File: src/cda_pkg.sv
// Shared types, constants and date helper functions for the calendar date adder.
package cda_pkg;

  // Operation codes carried in req_type
  localparam logic [1:0] REQ_ADD_DAYS   = 2'd0;
  localparam logic [1:0] REQ_ADD_MONTHS = 2'd1;
  localparam logic [1:0] REQ_ADD_YEARS  = 2'd2;
  localparam logic [1:0] REQ_NONE       = 2'd3;

  // Calendar constants
  localparam int unsigned YEAR_MAX      = 9999;
  localparam int unsigned MONTHS_PER_YR = 12;
  localparam int unsigned DW            = 17;  // working day width: 31 + 65535
  localparam int unsigned YW            = 17;  // working year width: 9999 + 65535

  // Reciprocal constants for division by 100 and by 12 (multiply, then shift)
  localparam int unsigned DIV100_MUL   = 5243;   // ceil(2^19 / 100)
  localparam int unsigned DIV12_MUL    = 43691;  // ceil(2^19 / 12)
  localparam int unsigned RECIP_SHIFT  = 19;

  typedef struct packed {
    logic [1:0]  req_type;
    logic [4:0]  start_day;
    logic [3:0]  start_month;
    logic [13:0] start_year;
    logic [15:0] amount;
  } cda_in_t;

  typedef struct packed {
    logic [4:0]  new_day;
    logic [3:0]  new_month;
    logic [13:0] new_year;
    logic        input_valid;
    logic        result_valid;
    logic        year_overflow;
  } cda_out_t;

  // Controller to datapath commands
  typedef struct packed {
    logic load;
    logic check;
    logic step;
    logic mdiv;
    logic mapply;
    logic sat;
    logic finish;
  } cda_cmd_t;

  // Datapath to controller status
  typedef struct packed {
    logic       in_ok;
    logic [1:0] op;
    logic       more_days;
    logic       year_roll;
  } cda_stat_t;

  // Length of a month; zero for a month code outside 1..12
  function automatic logic [4:0] month_len(input logic [3:0] m, input logic leap);
    logic [4:0] len;
    case (m) inside
      4'd2:                                  len = leap ? 5'd29 : 5'd28;
      4'd4, 4'd6, 4'd9, 4'd11:               len = 5'd30;
      4'd1, 4'd3, 4'd5, 4'd7, 4'd8, 4'd10,
      4'd12:                                 len = 5'd31;
      default:                               len = 5'd0;
    endcase
    return len;
  endfunction

  // Full date check against the Gregorian rules
  function automatic logic date_ok(input logic [DW-1:0] d, input logic [3:0] m,
                                   input logic [YW-1:0] y, input logic leap);
    logic [4:0] len;
    len = month_len(m, leap);
    return (y <= YW'(YEAR_MAX)) && (len != 5'd0) && (d != '0) && (d <= DW'(len));
  endfunction

endpackage

File: src/cda_dp.sv
// Datapath of the calendar date adder: date registers, leap flag, month stepper.
module cda_dp
  import cda_pkg::*;
(
  input  logic      clk,
  input  logic      rst_n,
  input  cda_in_t   in_req,
  input  cda_cmd_t  cmd,
  output cda_stat_t stat,
  output logic      out_strobe,
  output cda_out_t  out_res
);

  logic [1:0]    op_r;
  logic [DW-1:0] d_r;
  logic [3:0]    m_r;
  logic [YW-1:0] y_r;
  logic [15:0]   amt_r;
  logic          leap_r;
  logic          ivalid_r;
  logic          ovf_r;
  logic [16:0]   t_r;
  logic [12:0]   q_r;
  cda_out_t      out_r;
  logic          out_strobe_r;

  // Leap flag of the current year, registered; valid in the cycle after a year update.
  // Only years below 16384 are ever looked at, so the low 14 bits suffice.
  logic [13:0] y14;
  logic [26:0] prod100;
  logic [7:0]  q100;
  logic [13:0] rem100;
  logic        leap_nxt;

  always_comb begin
    y14      = y_r[13:0];
    prod100  = 27'(y14) * 27'(DIV100_MUL);
    q100     = prod100[RECIP_SHIFT +: 8];
    rem100   = y14 - (14'(q100) * 14'd100);
    leap_nxt = (y14[1:0] == 2'b00) && ((rem100 != 14'd0) || (q100[1:0] == 2'b00));
  end

  always_ff @(posedge clk) begin
    leap_r <= leap_nxt;
  end

  // Month length and status for the controller
  logic [4:0] mlen;
  always_comb begin
    mlen            = month_len(m_r, leap_r);
    stat.in_ok      = date_ok(d_r, m_r, y_r, leap_r);
    stat.op         = op_r;
    stat.more_days  = d_r > DW'(mlen);
    stat.year_roll  = (m_r == 4'(MONTHS_PER_YR));
  end

  // Month division: t / 12 by reciprocal, remainder by shift-add
  logic [33:0] prod12;
  logic [16:0] rem12;
  always_comb begin
    prod12 = 34'(t_r) * 34'(DIV12_MUL);
    rem12  = t_r - ((17'(q_r) << 3) + (17'(q_r) << 2));
  end

  // Working registers
  always_ff @(posedge clk) begin
    if (cmd.load) begin
      op_r     <= in_req.req_type;
      d_r      <= DW'(in_req.start_day);
      m_r      <= in_req.start_month;
      y_r      <= YW'(in_req.start_year);
      amt_r    <= in_req.amount;
      ivalid_r <= 1'b0;
      ovf_r    <= 1'b0;
    end
    if (cmd.check) begin
      ivalid_r <= stat.in_ok;
      if (stat.in_ok) begin
        case (op_r)
          REQ_ADD_DAYS:   d_r <= d_r + DW'(amt_r);
          REQ_ADD_MONTHS: t_r <= 17'(m_r) - 17'd1 + 17'(amt_r);
          REQ_ADD_YEARS:  y_r <= y_r + YW'(amt_r);
          default:        ;
        endcase
      end
    end
    // One month of day stepping
    if (cmd.step) begin
      d_r <= d_r - DW'(mlen);
      if (stat.year_roll) begin
        m_r <= 4'd1;
        y_r <= y_r + YW'(1);
      end else begin
        m_r <= m_r + 4'd1;
      end
    end
    if (cmd.mdiv) begin
      q_r <= prod12[RECIP_SHIFT +: 13];
    end
    if (cmd.mapply) begin
      m_r <= rem12[3:0] + 4'd1;
      y_r <= y_r + YW'(q_r);
    end
    // Year saturation
    if (cmd.sat && (y_r > YW'(YEAR_MAX))) begin
      y_r   <= YW'(YEAR_MAX);
      ovf_r <= 1'b1;
    end
    if (cmd.finish) begin
      out_r.new_day       <= d_r[4:0];
      out_r.new_month     <= m_r;
      out_r.new_year      <= y_r[13:0];
      out_r.input_valid   <= ivalid_r;
      out_r.result_valid  <= ivalid_r & date_ok(d_r, m_r, y_r, leap_r);
      out_r.year_overflow <= ovf_r;
    end
  end

  // Result strobe
  always_ff @(posedge clk) begin
    if (!rst_n) begin
      out_strobe_r <= 1'b0;
    end else begin
      out_strobe_r <= cmd.finish;
    end
  end

  assign out_strobe = out_strobe_r;
  assign out_res    = out_r;

endmodule

File: src/cda_ctrl.sv
// Controller state machine of the calendar date adder.
module cda_ctrl
  import cda_pkg::*;
(
  input  logic      clk,
  input  logic      rst_n,
  input  logic      start,
  input  cda_stat_t stat,
  output logic      busy,
  output cda_cmd_t  cmd
);

  typedef enum logic [3:0] {
    S_IDLE,
    S_LEAP_IN,
    S_CHECK,
    S_STEP,
    S_YEAR_WAIT,
    S_MDIV,
    S_MAPPLY,
    S_SAT,
    S_SAT_WAIT,
    S_FINISH
  } state_t;

  state_t state_r, state_nxt;

  // Next state and datapath commands
  always_comb begin
    state_nxt = state_r;
    cmd       = '0;
    unique case (state_r)
      S_IDLE: begin
        if (start) begin
          cmd.load  = 1'b1;
          state_nxt = S_LEAP_IN;
        end
      end
      S_LEAP_IN: state_nxt = S_CHECK;
      S_CHECK: begin
        cmd.check = 1'b1;
        if (!stat.in_ok) begin
          state_nxt = S_FINISH;
        end else begin
          unique case (stat.op)
            REQ_ADD_DAYS:   state_nxt = S_STEP;
            REQ_ADD_MONTHS: state_nxt = S_MDIV;
            REQ_ADD_YEARS:  state_nxt = S_SAT;
            REQ_NONE:       state_nxt = S_SAT;
            default:        state_nxt = S_SAT;
          endcase
        end
      end
      // One month per cycle; a year roll passes through S_YEAR_WAIT for the new leap flag
      S_STEP: begin
        if (stat.more_days) begin
          cmd.step  = 1'b1;
          state_nxt = stat.year_roll ? S_YEAR_WAIT : S_STEP;
        end else begin
          state_nxt = S_SAT;
        end
      end
      S_YEAR_WAIT: state_nxt = S_STEP;
      S_MDIV: begin
        cmd.mdiv  = 1'b1;
        state_nxt = S_MAPPLY;
      end
      S_MAPPLY: begin
        cmd.mapply = 1'b1;
        state_nxt  = S_SAT;
      end
      S_SAT: begin
        cmd.sat   = 1'b1;
        state_nxt = S_SAT_WAIT;
      end
      S_SAT_WAIT: state_nxt = S_FINISH;
      S_FINISH: begin
        cmd.finish = 1'b1;
        state_nxt  = S_IDLE;
      end
      default: state_nxt = S_IDLE;
    endcase
  end

  always_ff @(posedge clk) begin
    if (!rst_n) begin
      state_r <= S_IDLE;
    end else begin
      state_r <= state_nxt;
    end
  end

  assign busy = (state_r != S_IDLE);

endmodule

File: src/calendar_date_adder_top.sv
// Top level of the calendar date adder: controller plus datapath.
//
//   channel   ports                    handshake
//   request   start, busy, in_req      taken when start & !busy
//   result    out_strobe, out_res      one-cycle strobe, always taken
//
// An invalid input date goes from the check straight to finish; add-years and
// no operation pass through saturation and its wait state, add-months first
// through month division and apply, and add-days first through the month
// stepper, which bounds the day loop: one month per cycle, plus a wait state
// after each year roll to refresh the registered leap flag. Reset (rst_n low,
// synchronous) returns the controller to idle and drops the strobe. busy stays
// high until the cycle the result strobe is shown; the receiver cannot stall.
module calendar_date_adder_top
  import cda_pkg::*;
(
  input  logic     clk,
  input  logic     rst_n,
  input  logic     start,
  output logic     busy,
  input  cda_in_t  in_req,
  output logic     out_strobe,
  output cda_out_t out_res
);

  cda_cmd_t  cmd;
  cda_stat_t stat;

  // Sequencer
  cda_ctrl u_ctrl (
    .clk   (clk),
    .rst_n (rst_n),
    .start (start),
    .stat  (stat),
    .busy  (busy),
    .cmd   (cmd)
  );

  // Date registers and arithmetic
  cda_dp u_dp (
    .clk        (clk),
    .rst_n      (rst_n),
    .in_req     (in_req),
    .cmd        (cmd),
    .stat       (stat),
    .out_strobe (out_strobe),
    .out_res    (out_res)
  );

endmodule
File: config.mk
export PLATFORM = sky130hd
export DESIGN_NAME = calendar_date_adder_top
export DESIGN_NICKNAME = d
export VERILOG_FILES = /design/src/cda_pkg.sv /design/src/cda_dp.sv /design/src/cda_ctrl.sv /design/src/calendar_date_adder_top.sv
export SDC_FILE = /design/constraint.sdc
export NUM_CORES = 1
export LEC_CHECK = 0
export BUFFER_PORTS_ARGS = -buffer_cell sky130_fd_sc_hd__buf_2
export CAP_MARGIN = 10
export CORE_MARGIN = 8
export CORE_UTILIZATION = 59
export DETAILED_ROUTE_END_ITERATION = 12
export GPL_TIMING_DRIVEN = 0
export HOLD_SLACK_MARGIN = 0.02
export PLACE_DENSITY = 0.88
export SYNTH_ARGS = -nofsm -noshare
export SYNTH_HDL_FRONTEND = slang
export SYNTH_SLANG_ARGS = --single-unit
File: constraint.sdc
create_clock -name clk -period 8.8 [get_ports clk]
set_input_delay 0.44 -clock clk [delete_from_list [all_inputs] [get_ports clk]]
set_output_delay 0.44 -clock clk [all_outputs]
set_load 0.005 [all_outputs]
# Yosys cells after proc, flatten, opt, wreduce, memory -nomap -nowiden
# Cells that the tools add are included.
[totals]
reg_bits = 120
latch_bits = 0
ram_bits = 0
rom_bits = 0
in_bits = 44
wordCells = 126
mem_count = 0
[classes]
add_sub_neg = 12
multipliers = 3
div_mod_pow = 0
n_lt_le_gt_ge = 5
eq_ne = 25
shifts = 0
n_mux = 38
bitwise = 1
n_reduce_logical = 24
[ops]
columns = ["operator", "count"]
rows = [
  ["two-way mux 17 bit", 12],
  ["adder 17 x 16 -> 17 bit", 3],
  ["case mux 4 bit (9 select lines)", 1],
  ["less-or-equal comparator 17 x 5 -> 1 bit", 2],
  ["equality test 4 x 3 -> 1 bit, second input constant", 8],
  ["multiplier 17 x 16 -> 32 bit, second input constant", 1],
  ["equality test 4 bit, second input constant", 7],
  ["two-way mux 4 bit", 7],
  ["multiplier 14 x 13 -> 27 bit, second input constant", 1],
  ["two-way mux 5 bit", 4],
  ["adder 17 x 1 -> 17 bit, second input constant", 1],
  ["adder 17 x 13 -> 17 bit", 1],
  ["greater-than comparator 17 x 14 -> 1 bit, second input constant", 1],
  ["greater-than comparator 17 x 5 -> 1 bit", 1],
  ["less-or-equal comparator 17 x 14 -> 1 bit, second input constant", 1],
  ["nonzero test 17 bit", 1],
  ["subtractor 17 x 5 -> 17 bit", 1],
  ["equality test 4 x 2 -> 1 bit, second input constant", 4],
  ["nonzero test 14 bit", 1],
  ["subtractor 14 bit", 1],
  ["multiplier 8 x 5 -> 12 bit, second input constant", 1],
  ["two-way mux 1 bit", 12],
  ["case mux 4 bit (3 select lines)", 1],
  ["nonzero test 5 bit", 2],
  ["other kinds (21)", 33],
]

# Logic depth before layout (Yosys ltp)
# Gate-level depths: netlist (run 1).
[logic_depth]
word_depth = 14
mapped_depth = 37

# Modules after synthesis
# Synthesis (run 1) repeated with hierarchy kept, for this count alone.
[unflattened]
cells_unflattened = 1825
area_unflattened_um2 = 17367.9
[modules_own_cells]
columns = ["module", "instances", "cells_per_inst", "area_each_um2", "seq_area_each_um2"]
rows = [
  ["cda_dp", 1, 1778, 17035.1, 3113.0],
  ["cda_ctrl", 1, 47, 332.8, 80.1],
]

# Worst setup path before layout (run 1)
# No wires, ideal clock.
[synth_timing]
path_type = "reg2reg"
startpoint = "reg u_dp.y_r[4]"
endpoint = "reg u_dp.leap_r"
arrival_ps = 8134
t_required_ps = 8675
setup_slack_ps = 541
path_stages_with_launch = 38
synth_period_minus_slack_ps = 8259
path_cell_list = "dfxtp_1 clkinv_1 fa_1 inv_1 ha_1 fa_1 inv_1 fa_1 fa_1 inv_1 ha_1 o21ai_0 a211oi_2 o21ai_1 a31oi_1 nor2_1 o21bai_1 and2_1 (+2 left out) ha_1 ha_1 inv_1 fa_1 inv_1 ha_1 nor2b_1 o21ai_0 nand2b_1 a21o_1 a21oi_1 xor2_1 ha_1 nor2_1 a32oi_1 o21ai_0 a211oi_1 o41a_1"
[synth_via]
elab_chain_cells = 6
word_cells_on_any_way = 7
classes_between = "add/sub (1); mul (2); reduce/logical (4)"
[synth_lines]
columns = ["element", "line", "source"]
rows = [
  ["from (decl)", "cda_dp.sv:17", "logic [YW-1:0] y_r;"],
  ["from (signal assigned)", "cda_dp.sv:71", "y_r <= YW'(in_req.start_year);"],
  ["from (signal assigned)", "cda_dp.sv:82", "REQ_ADD_YEARS: y_r <= y_r + YW'(amt_r);"],
  ["from (signal assigned)", "cda_dp.sv:92", "y_r <= y_r + YW'(1);"],
  ["multiplier 14 x 13 -> 27 bit", "cda_dp.sv:37", "prod100 = 27'(y14) * 27'(DIV100_MUL);"],
  ["multiplier 8 x 5 -> 12 bit", "cda_dp.sv:39", "rem100 = y14 - (14'(q100) * 14'd100);"],
  ["subtractor 14 bit", "cda_dp.sv:39", ""],
  ["nonzero test 14 bit", "cda_dp.sv:40", "leap_nxt = (y14[1:0] == 2'b00) && ((rem100 != 14'd0) || (q100[1:0] == 2'b00));"],
  ["logical OR 1 bit (*)", "cda_dp.sv:40", ""],
  ["logical AND 1 bit (*)", "cda_dp.sv:40", ""],
  ["net u_dp.leap_nxt", "cda_dp.sv:33", "logic leap_nxt;"],
  ["to (signal assigned)", "cda_dp.sv:44", "leap_r <= leap_nxt;"],
  ["to (decl)", "cda_dp.sv:19", "logic leap_r;"],
]
# Mark *: on every way through the listed nets, which the timed path passes. The rest lies on a longest branch.
# A chain may end at the register's enable or synchronous reset.

# Worst setup path in the final report (run 1)
[layout_timing]
startpoint = "reg u_dp.y_r[12]"
endpoint = "reg u_dp.leap_r"
# Same word-level chain as after synthesis.

==> results of run 1 <==
## kinds of logic after synthesis
group,count (synthesis)
mux,14
fa+ha+maj,510
compound gates,333
xor+xnor,100
buf+inv,363
flops,120
simple gates,356
## metal layers
metal | up-vias | track usage (%) | share of wire, %
met3 | 164 | 5.24 | 8.3
met1 | 6657 | 31.4 | 41
met4 | 0 | 10.5 | 4.6
li1 | 6437 | - | -
met5 | - | 0 | 0
met2 | 677 | 41.2 | 46
## cell type report
class                           instances  share of cell area (%)
Multi-Input combinational cell       1313                    66.5
Sequential cell                       120                    16.9
Inverter                              335                    6.61
Timing Repair Buffer                  115                    3.79
Tap cell                              384                    2.51
Clock buffer                           18                    2.24
Clock inverter                         14                   0.733
Buffer                                 28                   0.635
## sequential cells by signal, indices dropped and copies added, names as in the netlist
signal	count
u_ctrl.state_r	4
u_dp.amt_r	16
u_dp.d_r	17
u_dp.ivalid_r	1
u_dp.leap_r	1
u_dp.m_r	4
u_dp.op_r	2
u_dp.out_res	26
u_dp.out_strobe	1
u_dp.ovf_r	1
u_dp.q_r	13
u_dp.t_r	17
u_dp.y_r	17
## per-stage QoR
stage          setup WS [ps]  hold WS [ps]  util (%)
5_1_grt                -99.5           169      66.6
2_1_floorplan            541           408         -
3_3_place_gp            -355           417      62.9
3_5_place_dp            -491           433      63.2
4_1_cts                 44.2           172      65.3
6_report                 235           181      66.6
## layout by cell type (no fill, tap or decap), drive strengths merged, types with 67 or more instances in the layout
cell type / count
buf: 125
edfxtp: 79
inv: 340
fa: 159
o21ai: 85
nor2: 88
ha: 351
nand2: 86
xnor2: 67
a21oi: 76
## how the worst max path moves through the flow
stage                       startpoint                   to  slack [ps]  cells after the start
2_1_floorplan   u_dp.y_r[4]$_SDFF_PP0_  u_dp.leap_r$_DFF_P_         540                     37
3_3_place_gp    u_dp.y_r[4]$_SDFF_PP0_  u_dp.leap_r$_DFF_P_        -360                     37
3_5_place_dp    u_dp.y_r[4]$_SDFF_PP0_  u_dp.leap_r$_DFF_P_        -490                     37
4_1_cts         u_dp.y_r[4]$_SDFF_PP0_  u_dp.leap_r$_DFF_P_          40                     37
5_1_grt        u_dp.y_r[12]$_SDFF_PP0_  u_dp.leap_r$_DFF_P_        -100                     35
6_report       u_dp.y_r[12]$_SDFF_PP0_  u_dp.leap_r$_DFF_P_         240                     35
## repair_timing
item	4_1_cts	5_1_grt
buffers inserted	0	39
endpoints found under the setup margin	1	1
pin swaps	0	6
gates resized for setup	21	19
==> run metrics, run 1 <==
run status completed; clock root cell clkbuf_16; crit path time final 8560 ps; Synth Area in XOR/XNOR 5.09%; clock sinks 120; DRC Markers 0; NumNets Final 2484; htree depth 4; CTS tree done; worst skew pair latency 430 ps; initial antenna violation count 0; Worst Reg-to-Reg Cells 35; Syn Inst Count 1796; CP Launch Type flop; 1st-iter DRT viols 1318; vias in the first global route 14400; post-synthesis async set-or-reset flop share 0%; syn nets 2350; period utilisation layout 97.3%; routed wire length 44800 um; count of buffers from port buffering 71; area occupied by multi-input gates 0.0127 sq mm; Cell variety after synth 82; worst hold endpoint u_dp.amt_r[1]$_DFFE_PP_; FILL cells 1990; first drt pass iteration count 6; Detail Route Antenna Nets 0; post-synthesis mux area share 0.821%; area leader, netlist ha_1; Fmax achieved 117 MHz; storage element area 0.00324 sq mm; Yosys Warn Count 0; Clk pin slew, worst setup/hold paths 70 ps; endpoints failing hold 0; Initial Util 60.0%; HP Start in_req[1]; final std cells w/o fill 2327; CTS buffer count 17; antenna diode count 0; Max stage delay on crit path 540 ps; CP Class reg -> reg; die height 187 um; Setup-failing EPs final 0; DP HPWL 35100 um; Commonest cells post-synth ha_1 (351), inv_1 (334), fa_1 (159); Clock Tree Buf Depth 2; routability cong. 0.966; vias per cell 5.99; Most used DFF post-synth edfxtp_1; CP max stage cell fa_1; finished layout cell area 0.0191 sq mm; area fraction in compound gates after synthesis 13.0%; pin count of the biggest net entering global routing 19; hold path cells 1; WP data required 9120 ps; # hold bufs at CTS 0; die area 0.0349 sq mm; top post-synthesis cells by area ha_1 (26%), fa_1 (18%), edfxtp_1 (14%); max_cap viols 0; critical path endpoint category flop; Worst Skew 15.2 ps; worst slew pin tran 862 ps; Synth Area per Inst 9.58 sq um; Netlist Area Pre-Place 0.0172 sq mm; DP Area 0.0181 sq mm; top-count cell post-synth ha_1; FP Rows 62; Final Max Tran Viols 0; Die X 187 um; setup_tns 0 ps; Min-Delay Path Class in -> reg; gr ovfl total 0; GRT Util Overall 25.0%; Yosys reg bits 120; CP top delay family adder cells; Post-Synth Simple-Gate Area 10.5%; Layout area overhead 11.1%; CP arrival 8880 ps; Max-slew headroom 42.5%; CP max FO 13; per-cell routed wire length 19.3 um; routed via count 13900; Placed Cells 2256; largest family of logic cells by synthesized area adder cells; Seq/Total Area, Yosys 18.6%; io pins 72; Buf+Inv Stages, Crit Path 6; Post-synth EDFFs 79; Worst R2R Setup Slack 240 ps; core area 0.0287 sq mm; global-route wire length before repair 71200 um; share of cells above drive strength 1 11.2%; Worst R2R End u_dp.leap_r$_DFF_P_; area share of the largest cell type after synthesis 25.5%; worst r2r src u_dp.y_r[12]$_SDFF_PP0_; Adder-Cell Fraction of Synth Area 44.0%
Power of run 1 is not shown: default switching activity piles up to over one toggle a cycle in this logic, so the estimate is an artifact.
==> run 2, diff against run 1 <==
ABC_AREA = 1   (was not set)
==> run metrics, run 2 <==
run status completed; htree depth 4; DRC Markers 0; crit path time final 8550 ps; top-count cell post-synth inv_1; CP arrival 8850 ps; NumNets Final 2757; syn nets 2631; period utilisation layout 97.1%; CP max stage cell fa_1; setup_tns 0 ps; Netlist Area Pre-Place 0.0179 sq mm; CTS buffer count 17; CP max FO 12; die height 190 um; leading cell type in the layout, fill and taps excluded inv_1; core area 0.0297 sq mm; Post-synth EDFFs 79; clock sinks 120; GRT Util Overall 27.6%; per-cell routed wire length 19.1 um; Commonest cells post-synth inv_1 (415), ha_1 (351), nand2_1 (271); Yosys Warn Count 0; Yosys reg bits 120; routed via count 15400; clock root cell clkbuf_16; area share of the largest cell type after synthesis 24.6%; vias per cell 5.90; endpoints failing hold 0; most frequent cells in the layout inv_1 (411), ha_1 (351), nand2_1 (271); Clock Tree Buf Depth 2; count of buffers from port buffering 71; Detail Route Antenna Nets 0; post-synthesis async set-or-reset flop share 0%; Synth Area per Inst 8.61 sq um; initial antenna violation count 0; vias in the first global route 15700; pin count of the biggest net entering global routing 19; FP Rows 63; Setup-failing EPs final 0; share of cells above drive strength 1 9.30%; WP data required 9100 ps; Syn Inst Count 2077; gr ovfl total 0; Max-slew headroom 30.6%; Clk pin slew, worst setup/hold paths 60 ps; Final Max Tran Viols 0; Min-Delay Path Class in -> reg; CTS tree done; die area 0.0361 sq mm; crit-path most repeated cell inv_1; routed wire length 49800 um; first drt pass iteration count 8; area leader, netlist ha_1; antenna diode count 0; critical path endpoint category flop; 1st-iter DRT viols 1362; Most used DFF post-synth edfxtp_1; io pins 72; routability cong. 1.04; Worst Skew 14.9 ps; Max stage delay on crit path 550 ps; Fmax achieved 117 MHz; Cell variety after synth 59; DP HPWL 39900 um; Seq/Total Area, Yosys 17.9%; max FFs per register 26; top post-synthesis cells by area ha_1 (25%), fa_1 (18%), edfxtp_1 (13%); CP Class reg -> reg; worst slew pin tran 1040 ps; global-route wire length before repair 79300 um; max_cap viols 0; Die X 190 um; CP Launch Type flop; worst skew pair latency 440 ps; Layout area overhead 10.4%; Initial Util 60.2%
run 2: changes by cell type after synthesis, moves of 19 or more:
cell,delta
a21oi_1,+76
inv_1,+81
nand2_1,+185
nand3_1,+45
nor2b_1,-19
o21ai_0,+29
xnor2_1,-23
xor2_1,+42
run 2: worst paths after layout:
check / slack [ps] / startpoint / endpoint / cells after the start
setup / recovery: 250 / u_dp.y_r[7]$_SDFF_PP0_ / u_dp.leap_r$_DFF_P_ / 40
hold / removal: 180 / in_req[11] / u_dp.amt_r[11]$_DFFE_PP_ / 1
setup reg to reg: 250 / u_dp.y_r[7]$_SDFF_PP0_ / u_dp.leap_r$_DFF_P_ / 40
hold reg to reg: 480 / u_dp.ivalid_r$_SDFFCE_PN0P_ / u_dp.out_res[2]$_DFFE_PP_ / 0
run 2: cells by family after synthesis:
group / count (synthesis) / synth area share (%)
multiplexers: 1 / 0.0560
AND/OR/NAND/NOR: 519 / 12.6
flip-flops: 120 / 17.9
buffers and inverters: 445 / 9.64
adder cells (fa/ha/maj): 510 / 42.4
AO/OA/AOI/OAI: 363 / 11.6
XOR/XNOR: 119 / 5.83
run 2: routing by layer:
layer / track usage, % / up-vias / wire length, um
li1: - / 7132 / -
met3: 5.05 / 182 / 4800
met5: 0 / - / 0
met2: 44.8 / 820 / 22600
met1: 35.9 / 7240 / 20100
met4: 11.5 / 0 / 2360
run 2: through the flow:
step	std cells	worst slack (ps)	hold WS (ps)	utilization, %	area (sq um)
2_1_floorplan	2077	1090	409	-	17900
3_3_place_gp	2538	-220	461	63.0	18700
3_5_place_dp	2543	-357	442	63.2	18800
4_1_cts	2578	18.3	172	65.4	19400
5_1_grt	2606	-126	168	66.4	19700
6_report	2606	252	180	66.4	19700
run 2: critical path, delay by kind of cell (launching register included):
| kind | cells | cell delay (ps) |
|---|---|---|
| adders and majority gates | 11 | 4530 |
| buffers and inverters | 7 | 530 |
| DFF | 1 | 510 |
| xor gates and xnor gates | 2 | 370 |
| AOI/OAI and AO/OA | 7 | 1020 |
| and+or+nand+nor | 13 | 1460 |
run 2: repair_timing:
item,4_1_cts,5_1_grt
gates resized for setup,16,23
setup endpoints to repair,1,1
hold endpoints to repair,0,0
buffers inserted,3,28
hold buffers,0,0
pin swaps,0,1
run 2: cell type report:
cell class / instances / area [sq um]
clock buffers: 18 / 429
well taps: 390 / 488
multi-input cells: 1512 / 13000
clock inverters: 14 / 170
fillers: 2312 / 9990
repair buffers: 107 / 648
inverters: 422 / 1600
plain buffers: 23 / 138
flip-flops and latches: 120 / 3240
Power of run 2 is left out for the same reason.
==> run 3, diff against run 2 <==
SETUP_SLACK_MARGIN = 0.4   (was not set)
==> run metrics, run 3 (synthesis results as in run 2) <==
endpoints failing hold 0; period utilisation layout 93.2%; Layout area overhead 11.6%; global-route wire length before repair 80300 um; Clk pin slew, worst setup/hold paths 60 ps; Top Usage Layer GRT met2; gr ovfl total 0; max_cap viols 0; Worst Skew 15.3 ps; io pins 72; clock root cell clkbuf_16; CP Launch Type flop; setup_tns 0 ps; per-cell routed wire length 19.4 um; die height 190 um; DP HPWL 39900 um; Setup-failing EPs final 0; NumNets Final 2774; CP max stage cell fa_1; routed wire length 50800 um; routability cong. 1.04; Detail Route Antenna Nets 0; htree depth 4; crit path time final 8200 ps; most frequent cells in the layout inv_1 (410), ha_1 (349), nand2_1 (271); run status completed; CP arrival 8510 ps; worst slew pin tran 1040 ps; 1st-iter DRT viols 1548; met2 GRT Util 45.4%; Setup WS pre-CTS -357 ps; Min-Delay Path Class in -> reg; count of buffers from port buffering 71; Fmax achieved 122 MHz; CP Class reg -> reg; Final WS setup 601 ps; final std cells w/o fill 2623; Clock Tree Buf Depth 2; routed via count 15600; GRT Util Overall 27.9%; Placed Cells 2543; pin count of the biggest net entering global routing 19; CTS tree done; crit-path most repeated cell inv_1; vias per cell 5.96; DRC Markers 0; die area 0.0361 sq mm; max FFs per register 26; WP data required 9110 ps; GRT met1 Usage 36.2%; Max stage delay on crit path 570 ps; Max-slew headroom 30.6%; core area 0.0297 sq mm; clock sinks 120; Die X 190 um; FP Rows 63; worst skew pair latency 440 ps; # hold bufs at CTS 0; RSZ-0062 raised after global routing no; initial antenna violation count 0; CTS buffer count 17; Initial Util 60.2%; met3 Resource Use GR 4.83%; antenna diode count 0; first drt pass iteration count 6; Final Max Tran Viols 0; CP max FO 4; critical path endpoint category flop; leading cell type in the layout, fill and taps excluded inv_1; share of cells above drive strength 1 10.6%; vias in the first global route 15900
run 3: changes by cell type in the layout (fill, tap and decap cells not counted), sizes merged:
cell,change
buf,+17
run 3: final cells by class:
| type | count | area, sq um |
|---|---|---|
| multi-input combinational | 1512 | 13100 |
| sequential | 120 | 3240 |
| timing repair buffer | 124 | 798 |
| buffer | 23 | 138 |
| tap | 390 | 488 |
| clock buffer | 18 | 429 |
| fill | 2270 | 9770 |
| clock inverter | 14 | 170 |
| inverter | 422 | 1600 |
run 3: worst paths after layout:
kind	from	endpoint	slack (ps)	cells past startpoint
worst max-delay path	u_dp.y_r[5]$_SDFF_PP0_	u_dp.leap_r$_DFF_P_	600	39
worst min-delay path	in_req[11]	u_dp.amt_r[11]$_DFFE_PP_	180	1
worst max register to register	u_dp.y_r[5]$_SDFF_PP0_	u_dp.leap_r$_DFF_P_	600	39
worst min register to register	u_dp.ivalid_r$_SDFFCE_PN0P_	u_dp.out_res[2]$_DFFE_PP_	480	0
run 3: worst max-delay path: cells and delay by family (launching register included):
kind | cells | cell delay (ps)
AO/OA/AOI/OAI | 8 | 1160
XOR/XNOR | 3 | 440
adder cells (fa/ha/maj) | 11 | 4420
flip-flops | 1 | 380
AND/OR/NAND/NOR | 8 | 980
buffers and inverters | 9 | 670
run 3: per-stage QoR:
stage | cell area [sq um] | hold slack (ps) | util (%)
floorplan | 17900 | 409 | -
global placement | 18700 | 461 | 63.0
detailed placement | 18800 | 442 | 63.2
CTS | 19600 | 172 | 66.0
global route | 20000 | 169 | 67.1
finish | 20000 | 181 | 67.1
run 3: per-layer routing:
layer | vias up | part of all wire, %
met1 | 7361 | 40
met5 | - | 0
met2 | 882 | 45
met4 | 0 | 5.3
met3 | 224 | 9.8
li1 | 7169 | -
run 3: timing repair:
action / in CTS / in global routing
setup buffers: 16 / 32
setup endpoints to repair: 1 / 1
hold endpoints to repair: 0 / 0
gates resized for setup: 32 / 24
pin swaps: 2 / 7
Power of run 3 is left out for the same reason.
